### src/hdl/audio_peak_normalizer_top_macros.svh
// assertion macros for the peak normaliser, empty under synthesis
`ifndef AUDIO_PEAK_NORMALIZER_TOP_MACROS_SVH
`define AUDIO_PEAK_NORMALIZER_TOP_MACROS_SVH
`ifndef SYNTHESIS
`define APN_ASSERT(lbl, prop, msg) \
  lbl: assert property (@(posedge clk_i) disable iff (!rst_ni) (prop)) else $error(msg);
`define APN_ASSERT_NEXT(lbl, pre, post, msg) \
  lbl: assert property (@(posedge clk_i) disable iff (!rst_ni) (pre) |=> (post)) \
    else $error(msg);
`else
`define APN_ASSERT(lbl, prop, msg)
`define APN_ASSERT_NEXT(lbl, pre, post, msg)
`endif
`endif

### src/hdl/apn_pkg.sv
package apn_pkg;

  localparam int BUFFER_DEPTH = 64;
  localparam int STORE_SLOTS  = 64;
  localparam int ADDR_W       = $clog2(STORE_SLOTS);
  localparam int CNT_W        = $clog2(STORE_SLOTS + 1);

  localparam int SAMPLE_W = 24;
  localparam int LEVEL_W  = 23;
  localparam int PROD_W   = SAMPLE_W + LEVEL_W;
  localparam int DEN_W    = LEVEL_W + 1;
  localparam int REM_W    = DEN_W + 1;

  // divider: quotient bits, bits per cycle
  localparam int DIV_BITS   = 24;
  localparam int DIV_STEPS  = 2;
  localparam int DIV_CYCLES = DIV_BITS / DIV_STEPS;
  localparam int DIV_CNT_W  = $clog2(DIV_CYCLES);

  localparam logic [LEVEL_W-1:0] THRESH_RESET = LEVEL_W'(1048576);
  localparam logic [LEVEL_W-1:0] TARGET_RESET = LEVEL_W'(943718);

  localparam logic signed [SAMPLE_W-1:0] MIN_NEG = {1'b1, {(SAMPLE_W-1){1'b0}}};
  localparam logic signed [SAMPLE_W-1:0] MAX_POS = {1'b0, {(SAMPLE_W-1){1'b1}}};

  // register addresses (word index)
  localparam int PADDR_W = 3;
  localparam logic REG_THRESH = 1'b0;
  localparam logic REG_TARGET = 1'b1;

  typedef struct packed {
    logic signed [SAMPLE_W-1:0] sample_in;
    logic                       end_of_buffer;
  } apn_in_t;

  typedef struct packed {
    logic signed [SAMPLE_W-1:0] sample_out;
    logic                       last_out;
    logic                       was_scaled;
  } apn_out_t;

  typedef struct packed {
    logic [LEVEL_W-1:0] peak_threshold;
    logic [LEVEL_W-1:0] target_level;
  } apn_cfg_t;

  typedef enum logic [2:0] {
    ST_FILL,
    ST_READ,
    ST_LOAD,
    ST_DIV,
    ST_OUT
  } apn_state_e;

  typedef enum logic [2:0] {
    SC_IDLE,
    SC_MUL,
    SC_PREP,
    SC_DIV,
    SC_DONE
  } apn_scl_state_e;

  // magnitude for peak tracking, most negative code saturates
  function automatic logic [LEVEL_W-1:0] abs_sat(input logic signed [SAMPLE_W-1:0] s);
    logic [SAMPLE_W-1:0] neg;
    neg = ~s + 1'b1;
    if (s == MIN_NEG) begin
      return {LEVEL_W{1'b1}};
    end else if (s[SAMPLE_W-1]) begin
      return neg[LEVEL_W-1:0];
    end else begin
      return s[LEVEL_W-1:0];
    end
  endfunction

endpackage

### src/hdl/apn_cfg_regs.sv
module apn_cfg_regs import apn_pkg::*; (
  input  logic               clk_i,
  input  logic               rst_ni,
  input  logic               psel,
  input  logic               penable,
  input  logic               pwrite,
  input  logic [PADDR_W-1:0] paddr,
  input  logic [31:0]        pwdata,
  output logic [31:0]        prdata,
  output logic               pready,
  output apn_cfg_t           cfg_o
);

  apn_cfg_t cfg_q, cfg_d;
  logic     wr_en;

  assign pready = 1'b1;
  assign wr_en  = psel && penable && pwrite;

  always_comb begin
    cfg_d = cfg_q;
    if (wr_en) begin
      unique case (paddr[2])
        REG_THRESH: cfg_d.peak_threshold = pwdata[LEVEL_W-1:0];
        REG_TARGET: cfg_d.target_level   = pwdata[LEVEL_W-1:0];
        default:    cfg_d = cfg_q;
      endcase
    end
  end

  always_comb begin
    unique case (paddr[2])
      REG_THRESH: prdata = 32'(cfg_q.peak_threshold);
      REG_TARGET: prdata = 32'(cfg_q.target_level);
      default:    prdata = '0;
    endcase
  end

  always_ff @(posedge clk_i or negedge rst_ni) begin
    if (!rst_ni) begin
      cfg_q.peak_threshold <= THRESH_RESET;
      cfg_q.target_level   <= TARGET_RESET;
    end else begin
      cfg_q <= cfg_d;
    end
  end

  assign cfg_o = cfg_q;

endmodule

### src/hdl/apn_sample_store.sv
module apn_sample_store import apn_pkg::*; (
  input  logic                clk_i,
  input  logic                we_i,
  input  logic [ADDR_W-1:0]   waddr_i,
  input  logic [SAMPLE_W-1:0] wdata_i,
  input  logic                re_i,
  input  logic [ADDR_W-1:0]   raddr_i,
  output logic [SAMPLE_W-1:0] rdata_o
);

  logic [SAMPLE_W-1:0] mem [STORE_SLOTS];
  logic [SAMPLE_W-1:0] rdata_q;

  always_ff @(posedge clk_i) begin
    if (we_i) begin
      mem[waddr_i] <= wdata_i;
    end
  end

  always_ff @(posedge clk_i) begin
    if (re_i) begin
      rdata_q <= mem[raddr_i];
    end
  end

  assign rdata_o = rdata_q;

endmodule

### src/hdl/apn_scaler.sv
module apn_scaler import apn_pkg::*; (
  input  logic                       clk_i,
  input  logic                       rst_ni,
  input  logic                       start_i,
  input  logic signed [SAMPLE_W-1:0] sample_i,
  input  logic [LEVEL_W-1:0]         target_i,
  input  logic [LEVEL_W-1:0]         peak_i,
  output logic                       done_o,
  output logic signed [SAMPLE_W-1:0] result_o
);

  apn_scl_state_e state_q, state_d;

  logic                 neg_q, neg_d;
  logic [SAMPLE_W-1:0]  mag_q, mag_d;
  logic [PROD_W-1:0]    num_q, num_d;
  logic [REM_W-1:0]     rem_q, rem_d;
  logic [DIV_BITS-1:0]  dvd_q, dvd_d;
  logic [DIV_BITS-1:0]  quo_q, quo_d;
  logic [DEN_W-1:0]     den_q, den_d;
  logic [DIV_CNT_W-1:0] cnt_q, cnt_d;

  logic [PROD_W+1:0]    n_full;
  logic [REM_W:0]       trial;
  logic [SAMPLE_W-1:0]  quo_neg;

  always_comb begin
    state_d = state_q;
    neg_d   = neg_q;
    mag_d   = mag_q;
    num_d   = num_q;
    rem_d   = rem_q;
    dvd_d   = dvd_q;
    quo_d   = quo_q;
    den_d   = den_q;
    cnt_d   = cnt_q;
    done_o  = 1'b0;
    n_full  = '0;
    trial   = '0;
    unique case (state_q)
      SC_IDLE: begin
        if (start_i) begin
          neg_d   = sample_i[SAMPLE_W-1];
          mag_d   = sample_i[SAMPLE_W-1] ? (~sample_i + 1'b1) : sample_i;
          state_d = SC_MUL;
        end
      end
      SC_MUL: begin
        num_d   = PROD_W'(mag_q) * PROD_W'(target_i);
        state_d = SC_PREP;
      end
      SC_PREP: begin
        // round to nearest: floor((2*num + peak) / (2*peak))
        n_full  = {1'b0, num_q, 1'b0} + (PROD_W+2)'(peak_i);
        rem_d   = n_full[PROD_W+1 -: REM_W];
        dvd_d   = n_full[DIV_BITS-1:0];
        den_d   = {peak_i, 1'b0};
        quo_d   = '0;
        cnt_d   = '0;
        state_d = SC_DIV;
      end
      SC_DIV: begin
        for (int j = 0; j < DIV_STEPS; j++) begin
          trial = {rem_d, dvd_d[DIV_BITS-1]};
          dvd_d = {dvd_d[DIV_BITS-2:0], 1'b0};
          if (trial >= (REM_W+1)'(den_q)) begin
            trial = trial - (REM_W+1)'(den_q);
            quo_d = {quo_d[DIV_BITS-2:0], 1'b1};
          end else begin
            quo_d = {quo_d[DIV_BITS-2:0], 1'b0};
          end
          rem_d = trial[REM_W-1:0];
        end
        cnt_d = cnt_q + 1'b1;
        if (cnt_q == DIV_CNT_W'(DIV_CYCLES - 1)) begin
          state_d = SC_DONE;
        end
      end
      SC_DONE: begin
        done_o  = 1'b1;
        state_d = SC_IDLE;
      end
      default: state_d = SC_IDLE;
    endcase
  end

  // sign back and clamp to the 24-bit range
  assign quo_neg = ~quo_q + 1'b1;
  always_comb begin
    if (neg_q) begin
      result_o = (quo_q >= DIV_BITS'(unsigned'(MIN_NEG))) ? MIN_NEG : signed'(quo_neg);
    end else begin
      result_o = (quo_q > DIV_BITS'(unsigned'(MAX_POS))) ? MAX_POS : signed'(quo_q);
    end
  end

  always_ff @(posedge clk_i or negedge rst_ni) begin
    if (!rst_ni) begin
      state_q <= SC_IDLE;
      cnt_q   <= '0;
    end else begin
      state_q <= state_d;
      cnt_q   <= cnt_d;
    end
  end

  always_ff @(posedge clk_i) begin
    neg_q <= neg_d;
    mag_q <= mag_d;
    num_q <= num_d;
    rem_q <= rem_d;
    dvd_q <= dvd_d;
    quo_q <= quo_d;
    den_q <= den_d;
  end

endmodule

### src/hdl/audio_peak_normalizer_top.sv
// buffered peak normaliser for signed q3.20 audio
// input channel (in_valid_i/in_ready_o, in_data_i): one sample word per cycle
//   while a buffer is being filled; end_of_buffer, or the 64th word, closes it
// output channel (out_valid_o/out_ready_i, out_data_o): the whole buffer is
//   then replayed in order, last_out on its final word, was_scaled on all words
//   when the buffer peak exceeded peak_threshold
// apb port: register 0 peak_threshold at 0x0, register 1 target_level at 0x4
// replay: each word goes through memory read, load and output when unscaled,
//   and through the divider between load and output when scaled; the
//   divider is shared by all words and retires 2 quotient bits per cycle
// no input word is taken while a buffer is replayed
// a stalled receiver simply holds the output register; replay waits with it
// reset empties the buffer, clears the peak and restores the default levels;
//   the sample memory itself is not cleared
`include "audio_peak_normalizer_top_macros.svh"

module audio_peak_normalizer_top import apn_pkg::*; (
  input  logic               clk_i,
  input  logic               rst_ni,
  input  logic               in_valid_i,
  output logic               in_ready_o,
  input  apn_in_t            in_data_i,
  output logic               out_valid_o,
  input  logic               out_ready_i,
  output apn_out_t           out_data_o,
  input  logic               psel,
  input  logic               penable,
  input  logic               pwrite,
  input  logic [PADDR_W-1:0] paddr,
  input  logic [31:0]        pwdata,
  output logic [31:0]        prdata,
  output logic               pready
);

  localparam logic [CNT_W-1:0] DEPTH_CNT = CNT_W'(BUFFER_DEPTH);

  apn_state_e state_q, state_d;

  logic [CNT_W-1:0]   fill_q, fill_d;     // words stored so far
  logic [CNT_W-1:0]   count_q, count_d;   // words in the closed buffer
  logic [CNT_W-1:0]   idx_q, idx_d;       // replay position
  logic [LEVEL_W-1:0] peak_q, peak_d;
  logic               scaled_q, scaled_d;
  apn_out_t           out_q, out_d;

  apn_cfg_t            cfg;
  logic                mem_we;
  logic                mem_re;
  logic [SAMPLE_W-1:0] mem_rdata;
  logic                scl_start;
  logic                scl_done;
  logic signed [SAMPLE_W-1:0] scl_result;

  logic [LEVEL_W-1:0]  peak_new;
  logic [CNT_W-1:0]    fill_new;
  logic                last_now;

  apn_cfg_regs u_regs (
    .clk_i   (clk_i),
    .rst_ni  (rst_ni),
    .psel    (psel),
    .penable (penable),
    .pwrite  (pwrite),
    .paddr   (paddr),
    .pwdata  (pwdata),
    .prdata  (prdata),
    .pready  (pready),
    .cfg_o   (cfg)
  );

  apn_sample_store u_store (
    .clk_i   (clk_i),
    .we_i    (mem_we),
    .waddr_i (fill_q[ADDR_W-1:0]),
    .wdata_i (in_data_i.sample_in),
    .re_i    (mem_re),
    .raddr_i (idx_q[ADDR_W-1:0]),
    .rdata_o (mem_rdata)
  );

  apn_scaler u_scaler (
    .clk_i    (clk_i),
    .rst_ni   (rst_ni),
    .start_i  (scl_start),
    .sample_i (signed'(mem_rdata)),
    .target_i (cfg.target_level),
    .peak_i   (peak_q),
    .done_o   (scl_done),
    .result_o (scl_result)
  );

  // running peak with the incoming word folded in
  always_comb begin
    peak_new = peak_q;
    if (abs_sat(in_data_i.sample_in) > peak_q) begin
      peak_new = abs_sat(in_data_i.sample_in);
    end
  end

  assign fill_new = fill_q + 1'b1;
  assign last_now = (idx_q + 1'b1) == count_q;

  always_comb begin
    state_d     = state_q;
    fill_d      = fill_q;
    count_d     = count_q;
    idx_d       = idx_q;
    peak_d      = peak_q;
    scaled_d    = scaled_q;
    out_d       = out_q;
    in_ready_o  = 1'b0;
    out_valid_o = 1'b0;
    mem_we      = 1'b0;
    mem_re      = 1'b0;
    scl_start   = 1'b0;
    unique case (state_q)
      ST_FILL: begin
        in_ready_o = 1'b1;
        if (in_valid_i) begin
          mem_we = 1'b1;
          peak_d = peak_new;
          if (in_data_i.end_of_buffer || fill_new == DEPTH_CNT) begin
            // buffer closed: decide scaling once, then replay
            count_d  = fill_new;
            scaled_d = peak_new > cfg.peak_threshold;
            fill_d   = '0;
            idx_d    = '0;
            state_d  = ST_READ;
          end else begin
            fill_d = fill_new;
          end
        end
      end
      ST_READ: begin
        mem_re  = 1'b1;
        state_d = ST_LOAD;
      end
      ST_LOAD: begin
        out_d.last_out   = last_now;
        out_d.was_scaled = scaled_q;
        if (scaled_q) begin
          scl_start = 1'b1;
          state_d   = ST_DIV;
        end else begin
          out_d.sample_out = signed'(mem_rdata);
          state_d          = ST_OUT;
        end
      end
      ST_DIV: begin
        if (scl_done) begin
          out_d.sample_out = scl_result;
          state_d          = ST_OUT;
        end
      end
      ST_OUT: begin
        out_valid_o = 1'b1;
        if (out_ready_i) begin
          if (out_q.last_out) begin
            peak_d  = '0;
            state_d = ST_FILL;
          end else begin
            idx_d   = idx_q + 1'b1;
            state_d = ST_READ;
          end
        end
      end
      default: state_d = ST_FILL;
    endcase
  end

  always_ff @(posedge clk_i or negedge rst_ni) begin
    if (!rst_ni) begin
      state_q  <= ST_FILL;
      fill_q   <= '0;
      count_q  <= '0;
      idx_q    <= '0;
      peak_q   <= '0;
      scaled_q <= 1'b0;
    end else begin
      state_q  <= state_d;
      fill_q   <= fill_d;
      count_q  <= count_d;
      idx_q    <= idx_d;
      peak_q   <= peak_d;
      scaled_q <= scaled_d;
    end
  end

  always_ff @(posedge clk_i) begin
    out_q <= out_d;
  end

  assign out_data_o = out_q;

  // fill and replay never overlap
  `APN_ASSERT(a_fill_replay_excl, !(in_ready_o && out_valid_o), "fill and replay overlap")
  // the final word of a buffer hands back to fill
  `APN_ASSERT_NEXT(a_last_to_fill, out_valid_o && out_ready_i && out_data_o.last_out, in_ready_o, "no return to fill after last word")
  // divider results only arrive while the sequencer waits for them
  `APN_ASSERT(a_div_done_state, scl_done |-> (state_q == ST_DIV), "divider result outside wait")

endmodule
### config.mk
export PLATFORM = sky130hd
export DESIGN_NAME = audio_peak_normalizer_top
export DESIGN_NICKNAME = d
export VERILOG_FILES = /design/src/hdl/apn_pkg.sv /design/src/hdl/apn_cfg_regs.sv /design/src/hdl/apn_sample_store.sv /design/src/hdl/apn_scaler.sv /design/src/hdl/audio_peak_normalizer_top.sv
export VERILOG_INCLUDE_DIRS = /design/src /design/src/hdl
export SDC_FILE = /design/constraint.sdc
export NUM_CORES = 2
export LEC_CHECK = 0
export BUFFER_PORTS_ARGS = -buffer_cell sky130_fd_sc_hd__buf_2
export CORE_MARGIN = 5
export CORE_UTILIZATION = 55
export CTS_BUF_LIST = sky130_fd_sc_hd__clkbuf_16
export DETAILED_ROUTE_END_ITERATION = 10
export GPL_ROUTABILITY_DRIVEN = 0
export PLACE_DENSITY = 0.73
export SYNTH_ARGS = -nofsm -noshare
export SYNTH_HDL_FRONTEND = slang
export SYNTH_SLANG_ARGS = --single-unit
### constraint.sdc
create_clock -name clk_i -period 10.3 [get_ports clk_i]
set_input_delay 1.545 -clock clk_i [delete_from_list [all_inputs] [get_ports clk_i]]
set_output_delay 1.545 -clock clk_i [all_outputs]
set_load 0.02 [all_outputs]
==> flow_metrics.env <==
export IMPL_status="finished, final reports clean"
export IMPL_synthTopCellsByArea="edfxtp_1 (55%), fa_1 (9.6%), mux4_2 (5.0%)"
export IMPL_synth_simple_area_share_pct=6.875
export IMPL_end_kind="flip-flop"
export IMPL_pin_count=128
export IMPL_via_per_inst=6.182
export IMPL_design_die_area_sq_um=183900
export IMPL_drt_wirelength_per_cell_um=27.04
export IMPL_cts_setup_buffers=0
export IMPL_clockRootBuffer="clkbuf_16"
export IMPL_regArea_sq_um=55230
export IMPL_min_period_over_period_pct=79.08
export IMPL_synth_area_per_cell_sq_um=13.87
export IMPL_critPathSlowestCell="edfxtp_1"
export IMPL_synth_seq_cells=1855
export IMPL_synth_cell_type_count=80
export IMPL_critPathKind="reg -> reg"
export IMPL_synth_edf_count=1754
export IMPL_globalRouteOverflowTotal=0
export IMPL_synth_cells=6957
export IMPL_worstPathArrival_ns=8.68
export IMPL_skew_ns=0.05915
export IMPL_antenna_found_initial=6
export IMPL_rows=153
export IMPL_worstPathRequired_ns=10.84
export IMPL_clock_sinks=1855
export IMPL_muxShareOfSynthArea_pct=9.992
export IMPL_drc=0
export IMPL_setup_viol=0
export IMPL_drive_above_1_share_pct=13.95
export IMPL_synth_top_family_by_area="adder cells"
export IMPL_numPortBuffers=106
export IMPL_grt_usage_pct=27.63
export IMPL_worst_pin_slew_ns=1.144
export IMPL_grt_pass1_wl_mm=378.4
export IMPL_max_stage_delay_ns=0.99
export IMPL_cts_htree_levels=4
export IMPL_synth_top_cell_by_area="edfxtp_1"
export IMPL_fp_dieW_um=428.9
export IMPL_numCtsBuffers=180
export IMPL_finalCriticalPeriod_ns=8.146
export IMPL_grt_max_degree=153
export IMPL_core_area_sq_um=174200
export IMPL_max_cap_violations=0
export IMPL_final_hold_worst_slack_ns=0.5069
export IMPL_syn_area_sq_um=96510
export IMPL_tritoncts="done"
export IMPL_synth_xor_area_share_pct=1.752
export IMPL_start_util_pct=55.40
export IMPL_grt_pass1_vias=59860
export IMPL_clkLatencyLatePin_ns=0.82
export IMPL_cp_cell_sequence="buf_4 -> nand2_1 -> fa_1 -> fa_1 -> fa_1 -> fa_1 -> inv_1 -> fa_1 -> fa_1 -> inv_1 -> fa_1 -> inv_1 -> ha_1 -> a21oi_1 -> o21ai_0 -> nor3_1 -> o211ai_1 -> a221oi_1 -> o31a_1 -> o31ai_1 -> a41o_1 -> a41oi_1 -> xnor2_1"
export IMPL_drv_slew=0
export IMPL_cts_resized=0
export IMPL_synthAdderAreaFrac_pct=13.38
export IMPL_synth_compound_area_share_pct=6.845
export IMPL_ant_nets=0
export IMPL_vias=58860
export IMPL_synth_warnings=0
export IMPL_hold_viol=0
export IMPL_dr_pass1_iters=6
export IMPL_crit_top_cell="fa_1"
export IMPL_cts_buffer_depth=3
export IMPL_yosysSeqAreaShare_pct=57.21
export IMPL_multi_input_area_sq_um=37780
export IMPL_fmax_mhz=122.8
export IMPL_finalNetCount=7864
export IMPL_synth_top_area_share_pct=54.58
export IMPL_rsz0062_at_grt="false"
export IMPL_drt_initial_drc_count=6494
export IMPL_r2r_setup_slack_ns=2.15
export IMPL_synth_main_ff_cell="edfxtp_1"
export IMPL_fin_tns_setup_ns=0
export IMPL_finalWirelength_mm=257.5
export IMPL_die_h_um=428.9
export IMPL_hpwl_mm=161.6
export IMPL_slew_headroom_pct=23.72
export IMPL_clk_pin_slew_ns=0.07
export IMPL_async_flop_share_pct=5.445
export IMPL_ctsHoldBuffers=0
export IMPL_syn_to_final_growth_pct=9.812
export IMPL_hp_class="reg -> reg"
export IMPL_path_max_fanout=16
export IMPL_crit_path_start_kind="flip-flop"
export IMPL_fillers=12930
## logic make-up after synthesis
group                    after synthesis
buffers and inverters                995
AO/OA/AOI/OAI                       1089
XOR/XNOR                             193
adder cells (fa/ha/maj)              755
multiplexers                         675
AND/OR/NAND/NOR                     1393
other                                  2
flip-flops                          1855
## layout make-up
| class | count | share of cell area, % |
|---|---|---|
| well taps | 2325 | 2.745 |
| clock inverters | 148 | 1.280 |
| diodes | 6 | 0.01417 |
| repair buffers | 265 | 1.712 |
| multi-input cells | 4115 | 35.65 |
| inverters | 625 | 2.214 |
| flip-flops and latches | 1855 | 52.11 |
| clock buffers | 181 | 4.274 |
## metal layers
layer / share of wire [%] / up-vias / GRT usage, %
met4: 6.4 / 0 / 14.80
li1: - / 25360 / -
met2: 48 / 2774 / 45.54
met5: 0 / - / 0
met3: 9.1 / 680 / 5.310
met1: 36 / 30040 / 34.94
## worst max-delay path, delay by kind of cell (launching register included)
kind	cells	cell delay, ns
DFF	1	0.99
AOI/OAI and AO/OA	8	2.18
buffers and inverters	4	0.48
and+or+nand+nor	2	0.26
adders and majority gates	8	3.85
xor gates and xnor gates	1	0.10
## through the flow
| step | cells | setup slack [ns] | util, % | cell area (sq um) |
|---|---|---|---|---|
| 6_report | 9520 | 2.154 | 60.83 | 106000 |
| 4_1_cts | 9514 | 2.222 | 60.83 | 106000 |
| 3_3_place_gp | 9185 | 1.651 | 57.45 | 100100 |
| 5_1_grt | 9516 | 1.832 | 60.83 | 106000 |
| 3_5_place_dp | 9185 | 1.602 | 57.45 | 100100 |
| 2_1_floorplan | 6965 | 3.129 | - | 96540 |
## sequential cells by signal (all words and copies together), names as in the netlist, 24 cells and up
signal / cells
u_store.mem: 1536
u_scaler.num_q: 47
u_regs.cfg_o: 46
out_data_o: 26
u_scaler.rem_q: 25
u_scaler.dvd_q: 24
u_scaler.mag_q: 24
u_scaler.quo_q: 24
u_store.rdata_o: 24
## cells in the mapped netlist, types with 8 or more instances
cell      number
nor2_1       177
a21o_1        61
o21ai_0      320
or2_2         10
buf_4         11
inv_1        625
nand3_1       63
dfstp_2       12
and2_1       282
and4_1         8
nor2b_1       35
buf_1         51
o22ai_1      106
nand2b_1      27
a31oi_1       13
clkbuf_1     301
o221ai_1     100
ha_1         293
xnor2_1      110
nor4_1        10
or4_1          9
and3_1        21
dfrtp_1       89
mux2_2       147
mux2i_1      312
a211oi_1      23
nand2_1      643
fa_1         462
edfxtp_1    1754
a21oi_1      331
o21a_1        20
o21bai_1      14
o31ai_1       33
or3_1         20
nor3_1        30
mux4_2       216
xor2_1        83
o41ai_1        8
nand4_1       31
## layout by cell type (no fill, tap or decap), drive strengths merged, types with 20 or more instances in the layout
cell / count
nor3: 30
mux2i: 312
mux4: 216
nand2: 648
xor2: 83
nand3: 63
nand2b: 27
nor2b: 35
o31ai: 33
inv: 667
o21ai: 322
or3: 22
clkinv: 84
and2: 283
o22ai: 106
mux2: 147
and3: 22
o21a: 20
a211oi: 23
nand4: 31
dfrtp: 89
xnor2: 110
clkbuf: 181
edfxtp: 1754
ha: 293
nor2: 177
a21o: 61
a21oi: 331
o221ai: 100
buf: 265
fa: 462
## final timing paths
kind | from | to | depth (start not counted)
setup / recovery | u_scaler.mag_q[14] | u_scaler.num_q[44] | 23
min in group asynchronous | rst_ni | u_scaler.cnt_q[0] | 1
setup reg to reg | u_scaler.mag_q[14] | u_scaler.num_q[44] | 23
hold reg to reg | u_regs.cfg_o[37] | u_regs.cfg_o[37] | 1
hold / removal | u_regs.cfg_o[37] | u_regs.cfg_o[37] | 1
max in group asynchronous | rst_ni | u_regs.cfg_o[35] | 2
Power is not shown: default switching activity piles up to over one toggle a cycle in this logic, so the estimate is an artifact.
